File: config.mk
export PLATFORM = sky130hd
export DESIGN_NAME = sha256_hash_core_flat
export DESIGN_NICKNAME = d
export VERILOG_FILES = /design/src/rtl/core/shc_pkg.sv /design/src/rtl/core/shc_if.sv /design/src/rtl/core/shc_front.sv /design/src/rtl/core/shc_back.sv /design/src/rtl/core/sha256_hash_core.sv /design/src/flat_wrapper.sv
export SDC_FILE = /design/constraint.sdc
export NUM_CORES = 2
export LEC_CHECK = 0
export ABC_AREA = 1
export BUFFER_PORTS_ARGS = -buffer_cell sky130_fd_sc_hd__buf_2
export CELL_PAD_IN_SITES_DETAIL_PLACEMENT = 0
export CELL_PAD_IN_SITES_GLOBAL_PLACEMENT = 1
export CORE_MARGIN = 1.5
export CORE_UTILIZATION = 28
export CTS_BUF_LIST = sky130_fd_sc_hd__clkbuf_2
export DETAILED_ROUTE_END_ITERATION = 10
export PLACE_DENSITY = 0.55
export RECOVER_POWER = 100
export SLEW_MARGIN = 15
export SYNTH_ARGS = -nofsm -noshare
export SYNTH_HDL_FRONTEND = slang
export SYNTH_SLANG_ARGS = --single-unit
File: constraint.sdc
create_clock -name i_clk -period 16.3 [get_ports i_clk]
set_clock_uncertainty 0.15 [all_clocks]
set_input_delay 1.63 -clock i_clk [delete_from_list [all_inputs] [get_ports i_clk]]
set_output_delay 1.63 -clock i_clk [all_outputs]
set_load 0.01 [all_outputs]
File: src/rtl/core/shc_pkg.sv
// Shared types, constants and round functions of the SHA-256 hash core.
// Depends on nothing; the front end, back end, top level and testbench import it.
`timescale 1ns / 1ps

package shc_pkg;

    localparam logic [3:0] WORD_LAST  = 4'd15;
    localparam logic [5:0] ROUND_LAST = 6'd63;
    localparam logic [2:0] DIGEST_LAST_IDX = 3'd7;

    localparam logic [31:0] IV_TABLE [8] = '{
        32'h6a09e667, 32'hbb67ae85, 32'h3c6ef372, 32'ha54ff53a,
        32'h510e527f, 32'h9b05688c, 32'h1f83d9ab, 32'h5be0cd19
    };

    localparam logic [31:0] K_TABLE [64] = '{
        32'h428a2f98, 32'h71374491, 32'hb5c0fbcf, 32'he9b5dba5,
        32'h3956c25b, 32'h59f111f1, 32'h923f82a4, 32'hab1c5ed5,
        32'hd807aa98, 32'h12835b01, 32'h243185be, 32'h550c7dc3,
        32'h72be5d74, 32'h80deb1fe, 32'h9bdc06a7, 32'hc19bf174,
        32'he49b69c1, 32'hefbe4786, 32'h0fc19dc6, 32'h240ca1cc,
        32'h2de92c6f, 32'h4a7484aa, 32'h5cb0a9dc, 32'h76f988da,
        32'h983e5152, 32'ha831c66d, 32'hb00327c8, 32'hbf597fc7,
        32'hc6e00bf3, 32'hd5a79147, 32'h06ca6351, 32'h14292967,
        32'h27b70a85, 32'h2e1b2138, 32'h4d2c6dfc, 32'h53380d13,
        32'h650a7354, 32'h766a0abb, 32'h81c2c92e, 32'h92722c85,
        32'ha2bfe8a1, 32'ha81a664b, 32'hc24b8b70, 32'hc76c51a3,
        32'hd192e819, 32'hd6990624, 32'hf40e3585, 32'h106aa070,
        32'h19a4c116, 32'h1e376c08, 32'h2748774c, 32'h34b0bcb5,
        32'h391c0cb3, 32'h4ed8aa4a, 32'h5b9cca4f, 32'h682e6ff3,
        32'h748f82ee, 32'h78a5636f, 32'h84c87814, 32'h8cc70208,
        32'h90befffa, 32'ha4506ceb, 32'hbef9a3f7, 32'hc67178f2
    };

    // Classified message word as it travels from front to back.
    typedef struct packed {
        logic [31:0] word;
        logic        first;      // reload the initial hash first
        logic        block_end;  // sixteenth word of a block
        logic        emit;       // block end that also closes the message
    } t_q_entry;

    typedef enum logic [2:0] {
        ST_LOAD,
        ST_PREP,
        ST_ROUND,
        ST_FINISH,
        ST_OUT
    } t_back_state;

    function automatic logic [31:0] rotr(input logic [31:0] x, input int unsigned n);
        rotr = (x >> n) | (x << (32 - n));
    endfunction

    function automatic logic [31:0] small_sigma0(input logic [31:0] x);
        small_sigma0 = rotr(x, 7) ^ rotr(x, 18) ^ (x >> 3);
    endfunction

    function automatic logic [31:0] small_sigma1(input logic [31:0] x);
        small_sigma1 = rotr(x, 17) ^ rotr(x, 19) ^ (x >> 10);
    endfunction

    function automatic logic [31:0] big_sigma0(input logic [31:0] x);
        big_sigma0 = rotr(x, 2) ^ rotr(x, 13) ^ rotr(x, 22);
    endfunction

    function automatic logic [31:0] big_sigma1(input logic [31:0] x);
        big_sigma1 = rotr(x, 6) ^ rotr(x, 11) ^ rotr(x, 25);
    endfunction

endpackage

File: src/rtl/core/shc_if.sv
// Valid/ready channel interfaces for message words in and digest words out.
// Standalone; no package needed.
`timescale 1ns / 1ps

interface shc_in_if;
    logic        valid;
    logic        ready;
    logic [31:0] message_word;
    logic        first_word;
    logic        final_word;

    modport source (output valid, output message_word, output first_word,
                    output final_word, input ready);
    modport sink   (input valid, input message_word, input first_word,
                    input final_word, output ready);
endinterface

interface shc_out_if;
    logic        valid;
    logic        ready;
    logic [31:0] digest_word;
    logic [2:0]  digest_index;
    logic        digest_last;

    modport source (output valid, output digest_word, output digest_index,
                    output digest_last, input ready);
    modport sink   (input valid, input digest_word, input digest_index,
                    input digest_last, output ready);
endinterface

File: src/rtl/core/shc_front.sv
// Front end: accepts message words, tags block position, queues them.
// Depends on shc_pkg and shc_in_if.
`timescale 1ns / 1ps

module shc_front #(
    parameter int DEPTH = 4
) (
    input  logic               i_clk,
    input  logic               i_rst_n,
    shc_in_if.sink             i_msg,
    output logic               o_q_valid,
    output shc_pkg::t_q_entry  o_q_data,
    input  logic               i_q_ready
);
    import shc_pkg::*;

    localparam int PW = (DEPTH > 1) ? $clog2(DEPTH) : 1;
    localparam int CW = $clog2(DEPTH + 1);

    t_q_entry        r_mem [DEPTH];
    logic [PW-1:0]   r_wr;
    logic [PW-1:0]   r_rd;
    logic [CW-1:0]   r_fill;
    logic [3:0]      r_word_cnt;

    logic            push;
    logic            pop;
    logic [3:0]      pos;
    t_q_entry        entry;

    assign i_msg.ready = (r_fill != CW'(DEPTH));
    assign push        = i_msg.valid && i_msg.ready;
    assign o_q_valid   = (r_fill != '0);
    assign pop         = o_q_valid && i_q_ready;
    assign o_q_data    = r_mem[r_rd];

    // A first word restarts the block count; a partial block is dropped.
    always_comb begin
        pos             = i_msg.first_word ? 4'd0 : r_word_cnt;
        entry.word      = i_msg.message_word;
        entry.first     = i_msg.first_word;
        entry.block_end = (pos == WORD_LAST);
        entry.emit      = (pos == WORD_LAST) && i_msg.final_word;
    end

    always_ff @(posedge i_clk) begin
        if (push) begin
            r_mem[r_wr] <= entry;
        end
    end

    always_ff @(posedge i_clk) begin
        if (!i_rst_n) begin
            r_wr       <= '0;
            r_rd       <= '0;
            r_fill     <= '0;
            r_word_cnt <= '0;
        end else begin
            if (push) begin
                r_wr       <= (r_wr == PW'(DEPTH - 1)) ? '0 : r_wr + 1'b1;
                r_word_cnt <= pos + 4'd1;
            end
            if (pop) begin
                r_rd <= (r_rd == PW'(DEPTH - 1)) ? '0 : r_rd + 1'b1;
            end
            case ({push, pop})
                2'b10:   r_fill <= r_fill + 1'b1;
                2'b01:   r_fill <= r_fill - 1'b1;
                default: r_fill <= r_fill;
            endcase
        end
    end

endmodule

File: src/rtl/core/shc_back.sv
// Back end: message window, round engine, chained hash and digest output.
// Depends on shc_pkg and shc_out_if.
`timescale 1ns / 1ps

module shc_back (
    input  logic               i_clk,
    input  logic               i_rst_n,
    input  logic               i_q_valid,
    input  shc_pkg::t_q_entry  i_q_data,
    output logic               o_q_ready,
    shc_out_if.source          o_dig
);
    import shc_pkg::*;

    t_back_state  r_state;
    t_back_state  n_state;

    logic [31:0]  r_h [8];
    logic [31:0]  r_v [8];
    logic [31:0]  r_w [16];
    logic [31:0]  r_wk;
    logic [5:0]   r_round;
    logic [2:0]   r_idx;
    logic         r_emit;

    logic         pop;
    logic         out_take;
    logic         sched_step;
    logic [5:0]   sched_idx;
    logic [31:0]  sched_w;
    logic [31:0]  t1;
    logic [31:0]  t2;

    // State register and next-state logic.
    always_ff @(posedge i_clk) begin
        if (!i_rst_n) begin
            r_state <= ST_LOAD;
        end else begin
            r_state <= n_state;
        end
    end

    always_comb begin
        n_state     = r_state;
        o_q_ready   = 1'b0;
        o_dig.valid = 1'b0;
        case (r_state)
            ST_LOAD: begin
                o_q_ready = 1'b1;
                if (i_q_valid && i_q_data.block_end) begin
                    n_state = ST_PREP;
                end
            end
            ST_PREP: begin
                n_state = ST_ROUND;
            end
            ST_ROUND: begin
                if (r_round == ROUND_LAST) begin
                    n_state = ST_FINISH;
                end
            end
            ST_FINISH: begin
                n_state = r_emit ? ST_OUT : ST_LOAD;
            end
            ST_OUT: begin
                o_dig.valid = 1'b1;
                if (o_dig.ready && (r_idx == DIGEST_LAST_IDX)) begin
                    n_state = ST_LOAD;
                end
            end
            default: begin
                n_state = ST_LOAD;
            end
        endcase
    end

    assign pop      = o_q_ready && i_q_valid;
    assign out_take = o_dig.valid && o_dig.ready;

    // Schedule runs one word ahead of the rounds; W+K is registered.
    always_comb begin
        sched_step = (r_state == ST_PREP) ||
                     ((r_state == ST_ROUND) && (r_round != ROUND_LAST));
        sched_idx  = (r_state == ST_PREP) ? 6'd0 : r_round + 6'd1;
        if (sched_idx[5:4] == 2'b00) begin
            sched_w = r_w[0];
        end else begin
            sched_w = small_sigma1(r_w[14]) + r_w[9] + small_sigma0(r_w[1]) + r_w[0];
        end
    end

    always_comb begin
        t1 = r_v[7] + big_sigma1(r_v[4]) + ((r_v[4] & r_v[5]) ^ (~r_v[4] & r_v[6])) + r_wk;
        t2 = big_sigma0(r_v[0]) + ((r_v[0] & r_v[1]) ^ (r_v[0] & r_v[2]) ^ (r_v[1] & r_v[2]));
    end

    // Window: shift in message words while loading, schedule words while rounding.
    always_ff @(posedge i_clk) begin
        if (pop || sched_step) begin
            for (int i = 0; i < 15; i++) begin
                r_w[i] <= r_w[i + 1];
            end
            r_w[15] <= pop ? i_q_data.word : sched_w;
        end
        if (sched_step) begin
            r_wk <= sched_w + K_TABLE[sched_idx];
        end
    end

    always_ff @(posedge i_clk) begin
        if (!i_rst_n) begin
            r_h     <= IV_TABLE;
            r_v     <= '{default: '0};
            r_round <= '0;
            r_idx   <= '0;
            r_emit  <= 1'b0;
        end else begin
            case (r_state)
                ST_LOAD: begin
                    if (pop) begin
                        if (i_q_data.first) begin
                            r_h <= IV_TABLE;
                        end
                        r_emit <= i_q_data.emit;
                    end
                end
                ST_PREP: begin
                    r_v     <= r_h;
                    r_round <= '0;
                end
                ST_ROUND: begin
                    r_v[7]  <= r_v[6];
                    r_v[6]  <= r_v[5];
                    r_v[5]  <= r_v[4];
                    r_v[4]  <= r_v[3] + t1;
                    r_v[3]  <= r_v[2];
                    r_v[2]  <= r_v[1];
                    r_v[1]  <= r_v[0];
                    r_v[0]  <= t1 + t2;
                    r_round <= r_round + 6'd1;
                end
                ST_FINISH: begin
                    for (int i = 0; i < 8; i++) begin
                        r_h[i] <= r_h[i] + r_v[i];
                    end
                    r_idx <= '0;
                end
                ST_OUT: begin
                    if (out_take) begin
                        r_idx <= r_idx + 3'd1;
                    end
                end
                default: begin
                    r_idx <= r_idx;
                end
            endcase
        end
    end

    assign o_dig.digest_word  = r_h[r_idx];
    assign o_dig.digest_index = r_idx;
    assign o_dig.digest_last  = (r_idx == DIGEST_LAST_IDX);

endmodule

File: src/rtl/core/sha256_hash_core.sv
// SHA-256 hash core top level: front queue plus round engine.
// Depends on shc_pkg, shc_if, shc_front and shc_back.
`timescale 1ns / 1ps
//
// Usage
//   i_msg carries padded message words, big-endian, one item per word.
//   first_word on an item reloads the initial hash and starts a block at
//   that word; a partly filled block is dropped. final_word counts only on
//   the sixteenth word of a block; elsewhere it is ignored.
//   o_dig carries the eight digest words, index 0 (most significant) first,
//   digest_last set on index 7.
// Timing
//   Words enter a QUEUE_DEPTH-entry queue and are loaded one per cycle while
//   the engine is in its load state. Each block then takes a setup step,
//   64 rounds (one round per cycle in a single round unit) and an add-back
//   step; the engine takes no new words until it is done. Digest word 0
//   appears once the closing block has passed setup, rounds and add-back.
// Stalls and reset
//   While digest words wait on o_dig the engine holds; the queue keeps
//   taking words until it is full. Reset empties the queue, loads the
//   initial hash and drops any digest in flight.
//
module sha256_hash_core #(
    parameter int QUEUE_DEPTH = 4
) (
    input  logic        i_clk,
    input  logic        i_rst_n,
    shc_in_if.sink      i_msg,
    shc_out_if.source   o_dig
);
    import shc_pkg::*;

    logic      q_valid;
    logic      q_ready;
    t_q_entry  q_data;

    // Accept and classify words, hold them until the engine is free.
    shc_front #(
        .DEPTH (QUEUE_DEPTH)
    ) u_front (
        .i_clk     (i_clk),
        .i_rst_n   (i_rst_n),
        .i_msg     (i_msg),
        .o_q_valid (q_valid),
        .o_q_data  (q_data),
        .i_q_ready (q_ready)
    );

    // Absorb words, compress each block, stream out the digest.
    shc_back u_back (
        .i_clk     (i_clk),
        .i_rst_n   (i_rst_n),
        .i_q_valid (q_valid),
        .i_q_data  (q_data),
        .o_q_ready (q_ready),
        .o_dig     (o_dig)
    );

endmodule

File: src/flat_wrapper.sv
// flat-port wrapper written by rule: the top's interface ports become plain ports
module sha256_hash_core_flat import shc_pkg::*;
#(
    parameter int QUEUE_DEPTH = 4
)
  (i_clk, i_rst_n, i_msg_valid, i_msg_message_word, i_msg_first_word, i_msg_final_word, i_msg_ready, o_dig_valid, o_dig_digest_word, o_dig_digest_index, o_dig_digest_last, o_dig_ready);
  shc_in_if i_msg_i ();
  shc_out_if o_dig_i ();
  input  logic i_clk;
  input  logic i_rst_n;
  input wire logic [$bits(i_msg_i.valid)-1:0] i_msg_valid;
  input wire logic [$bits(i_msg_i.message_word)-1:0] i_msg_message_word;
  input wire logic [$bits(i_msg_i.first_word)-1:0] i_msg_first_word;
  input wire logic [$bits(i_msg_i.final_word)-1:0] i_msg_final_word;
  output wire logic [$bits(i_msg_i.ready)-1:0] i_msg_ready;
  output wire logic [$bits(o_dig_i.valid)-1:0] o_dig_valid;
  output wire logic [$bits(o_dig_i.digest_word)-1:0] o_dig_digest_word;
  output wire logic [$bits(o_dig_i.digest_index)-1:0] o_dig_digest_index;
  output wire logic [$bits(o_dig_i.digest_last)-1:0] o_dig_digest_last;
  input wire logic [$bits(o_dig_i.ready)-1:0] o_dig_ready;
  assign i_msg_i.valid = i_msg_valid;
  assign i_msg_i.message_word = i_msg_message_word;
  assign i_msg_i.first_word = i_msg_first_word;
  assign i_msg_i.final_word = i_msg_final_word;
  assign i_msg_ready = i_msg_i.ready;
  assign o_dig_valid = o_dig_i.valid;
  assign o_dig_digest_word = o_dig_i.digest_word;
  assign o_dig_digest_index = o_dig_i.digest_index;
  assign o_dig_digest_last = o_dig_i.digest_last;
  assign o_dig_i.ready = o_dig_ready;
  sha256_hash_core #(.QUEUE_DEPTH(QUEUE_DEPTH)) u_core (.i_clk(i_clk), .i_rst_n(i_rst_n), .i_msg(i_msg_i), .o_dig(o_dig_i));
endmodule
### Word level (Yosys, flattened, before mapping)

Memories as Yosys holds them, arrays and structs flattened. A register that Yosys moved wholly into a read port is not among the register bits.
Cells that the tools add are included.

| word-level totals | value |
|---|---|
| flip-flop bits (word level) | 568 |
| bits in writable memories | 652 |
| bits in read-only memories | 2048 |
| memories | 3 |

| cells by class | value |
|---|---|
| add/sub/neg operators | 25 |
| $lt $le $gt $ge | 2 |
| equal/unequal tests | 19 |
| mux-type cells | 32 |
| bitwise operators | 29 |
| reduce and logical (&&, ||, !) cells | 20 |

Memory list:

| memory | words | bits a word | read ports | clocked after Yosys merged registers in | wr ports | line | RTL |
|---|---|---|---|---|---|---|---|
| (no name shown) | 64 | 32 | 1 | 0 | 0 | shc_back.sv:106 | `r_wk <= sched_w + K_TABLE[sched_idx];` |
| u_core.u_back.r_w | 16 | 32 | 16 | 0 | 16 | shc_back.sv:20 | `logic [31:0] r_w [16];` |
| u_core.u_front.r_mem | 4 | 35 | 1 | 1 | 1 | shc_front.sv:20 | `t_q_entry r_mem [DEPTH];` |

Operator list:

| cell | number |
|---|---|
| $pmux 256 s2 | 2 |
| $add 32x32->32 | 18 |
| $mux 256 | 2 |
| $xor 32x32->32 | 9 |
| $mux 32 | 6 |
| $and 32x32->32 | 5 |
| $bmux 32 s3 | 1 |
| $not 32->32 | 1 |
| $or 10x32->32 | 1 |
| $or 13x32->32 | 1 |
| $or 14x32->32 | 1 |
| $or 15x32->32 | 1 |
| $or 19x32->32 | 1 |
| $or 21x32->32 | 1 |
| $or 25x32->32 | 1 |
| $or 26x32->32 | 1 |
| $or 30x32->32 | 1 |
| $or 7x32->32 | 1 |
| $xor 32x22->32 | 1 |
| $xor 32x29->32 | 1 |
| $mux 3 | 5 |
| $pmux 3 s5 | 1 |
| $pmux 3 s2 | 2 |
| $pmux 6 s2 | 1 |
| 32 further kinds | 62 |

### Longest topological paths before layout

| logic depth | value |
|---|---|
| depth after elaboration | 8 |
| depth in mapped cells | 35 |

### Modules after synthesis

A second synthesis with hierarchy kept.

| unflattened totals | value |
|---|---|
| cells, all modules | 9854 |
| area, all modules | 78566.6 um^2 |

By module, submodules not included:

| module | times used | cells an instance | area each (um^2) | sequential area each (um^2) |
|---|---|---|---|---|
| shc_back | 1 | 9416 | 72691.0 | 26845.7 |
| shc_front | 1 | 438 | 5875.6 | 4464.3 |

### Worst setup path after synthesis

Ideal clock, no wire load.

| timing path | value |
|---|---|
| path type | flip-flop to flip-flop |
| start | reg u_core.u_back.r_state[1] |
| end | mem u_core.u_back.r_w[0][0], enable pin |
| data arrival time | 12.452 ns |
| data required time | 11.233 ns |
| slack | -1.219 ns |
| cell stages (with the launch flop) | 7 |
| clock period less this slack | 17.519 ns |
| cell sequence | dfxtp_1 > inv_2 > nand3_1 > buf_4 > buf_2 > clkbuf_1 > nand3_1 |

RTL lines:

| item | line | RTL |
|---|---|---|
| start, declared | shc_back.sv:15 | `t_back_state r_state;` |
| start signal, assigned | shc_back.sv:39 | `r_state <= n_state;` |
| end, declared | shc_back.sv:20 |  |

==> metrics <==
violated checks=hold timing, capacitance limit, slew limit; CTS max path bufs=4; Critical Path Start Type=flop; Final ANT Viol Nets=0; CTS tree=built; EDFF count, synth=~680; hold_buf cts=37; Initial Util=28.2%; maximum number of pins on one net before global-route repair=206; Final GP Congestion=0.940; WL/cell=around 25 um; crit path max fanout=slightly above 60; Cell Rows=between 150 and 200; clock root cell=clkbuf_2; final hold slack=-30.0 ps; Mean Syn Cell Area=8.03 um2; first-pass GRT wire length=500 mm; die span in x=532 um; routed vias/inst=roughly 5.2; setup repair bufs after CTS=0; Max Freq=approximately 90 MHz; share of the clock period used by the worst path=68.4%; Seq/Total Area, Yosys=40.0%; fill count=approximately 30000; most numerous cell in the Yosys netlist=nand2_1; DR iter-0 viols=6789; synthesis-stage register bit count=1222; final core occ=roughly 31%; share of cells above drive strength 1=7.31%; die area=roughly 280000 um2; drt pass-1 iters=6; Crit Path Category=flop to flop; Synth top area share=26.2%; Max-slew headroom=-270%; vias in the first global route=69100; CTS Sinks=1222; gr ovfl total=0; port bufs=75; Via Count=71600; core region area=277000 um2; Mapped Nets=slightly above 10000; total CTS buffers=between 300 and 400; # setup viols final=0; Mapped Area=slightly below 80000 um2; Synth async-reset ratio=0%; crit end category=flop; final net count=around 11000; GRT Util Overall=24.0%; CP Data Arrival Time=12420 ps; Syn Inst Count=9750; setup_tns=0 ps; Final min period=around 11000 ps; drt total wl=~350 mm; Yosys top cell by area=edfxtp_1; Post-synth top cells=1801 x nand2_1, 1140 x o21ai_0, 1131 x a21oi_1, 1053 x inv_1, 715 x nor2_1; fin. max-slew vios=1877; final hold violation count=1; io pins=between 70 and 80; Die Y-Extent=between 500 and 600 um; hold depth=0; initial antenna violation count=30; Syn-to-layout area delta=9.33%; Crit path required time=roughly 18000 ps; RSZ-0062 raised after global routing=false; Ys Warns=0; post_cts resized=0; largest cells by area after synthesis=edfxtp_1 26%, dfxtp_1 14%, nand2_1 8.6%; count of different cell masters after synthesis=71; status=finished with violations; top_reg_cell synth=edfxtp_1; worst-skew pair later-pin latency=1950 ps; HPWL Detailed=269 mm; r2r worst-path depth=13; clk slew on worst S/H paths=110 ps; Max-cap violations=33; # H-tree levels=5; Hold Crit Class=flop to flop; Remaining DRCs=0; Slew @ Worst Pin=5550 ps
-- area by class of cell --
class	count	area [um2]	share of cell area (%)
repair buffers	193	1210	1.41
flip-flops and latches	1222	31300	36.6
multi-input cells	7029	41200	48.1
diodes	6	15.0	0.0175
clock inverters	99	638	0.745
well taps	3705	4640	5.41
inverters	1074	4050	4.73
clock buffers	515	2580	3.01
-- kinds of logic (layout without fill, tap and decap cells) --
family / Yosys count / in the layout / share of synthesized area, %
flip-flops: 1222 / 1222 / 40.0
adder cells (fa/ha/maj): 597 / 597 / 11.1
AO/OA/AOI/OAI: 2863 / 2863 / 20.2
other: 0 / 6 / 0
XOR/XNOR: 410 / 410 / 4.61
AND/OR/NAND/NOR: 3159 / 3159 / 16.6
buffers and inverters: 1499 / 1881 / 7.47
-- stage by stage --
stage               cell area, um2  setup slack (ps)  instances  hold slack (ps)
floorplan                    78300              5380       9750              250
global placement             82300              9500      13200              250
detailed placement           82300              9480      13200              255
CTS                          85900              9130      13800             32.1
global route                 85600              4470      13800             28.9
finish                       85600              5140      13800            -30.0
-- cell usage in the layout (no fill, tap or decap), types with 64 or more instances in the layout --
cell type / count
xor2_1: 211
nand2_1: 1802
clkbuf_2: 515
clkbuf_1: 96
a21oi_1: 1131
fa_1: 167
nand3_1: 349
clkinv_1: 64
inv_1: 1053
nor3_1: 88
dfxtp_1: 537
nor2_1: 711
edfxtp_1: 684
o21bai_1: 91
nand4_1: 83
o211ai_1: 67
xnor2_1: 196
o21ai_0: 1137
ha_1: 428
a31oi_1: 79
-- routing by layer --
layer | wire length [um] | track usage, % | up-vias
met4 | 12800 | 8.60 | 10
met2 | 154000 | 37.0 | 2402
met3 | 22100 | 3.62 | 515
met1 | 164000 | 33.9 | 35000
li1 | - | - | 33700
met5 | 75 | 0 | -
-- final timing paths --
check / slack, ps / endpoint / from
worst min-delay path: -30 / u_core.u_back.r_w[1][44] / u_core.u_back.r_w[1][76]
worst min register to register: -30 / u_core.u_back.r_w[1][44] / u_core.u_back.r_w[1][76]
worst max-delay path: 5140 / u_core.u_back.r_h[246] / flop
worst max register to register: 5140 / u_core.u_back.r_h[246] / flop
-- critical path, cell delays in order, from the launching register on --
cell and delay [ps]:
dfxtp_1 570, clkbuf_1 1930, inv_1 520, o21ai_0 330, o22ai_1 110, nand2_1 70
nand2_1 50, nand2_1 670, buf_4 710, clkbuf_1 1410, clkbuf_1 2720, buf_4 990
nand2_1 100, a21oi_1 160
-- registers in the layout, indices dropped and copies added, names as in the netlist, 4 cells and up, named ones only --
| name | count |
|---|---|
| u_core.u_back.r_w | 512 |
| u_core.u_back.r_h | 256 |
| u_core.u_back.r_v | 256 |
| u_core.u_front.r_mem | 140 |
| u_core.u_back.r_wk | 32 |
| u_core.u_back.r_round | 6 |
| u_core.u_front.r_word_cnt | 4 |
Power is left out: the tool's default activity adds up to more than one toggle a clock period on the data nets, which glitch-free logic cannot reach.
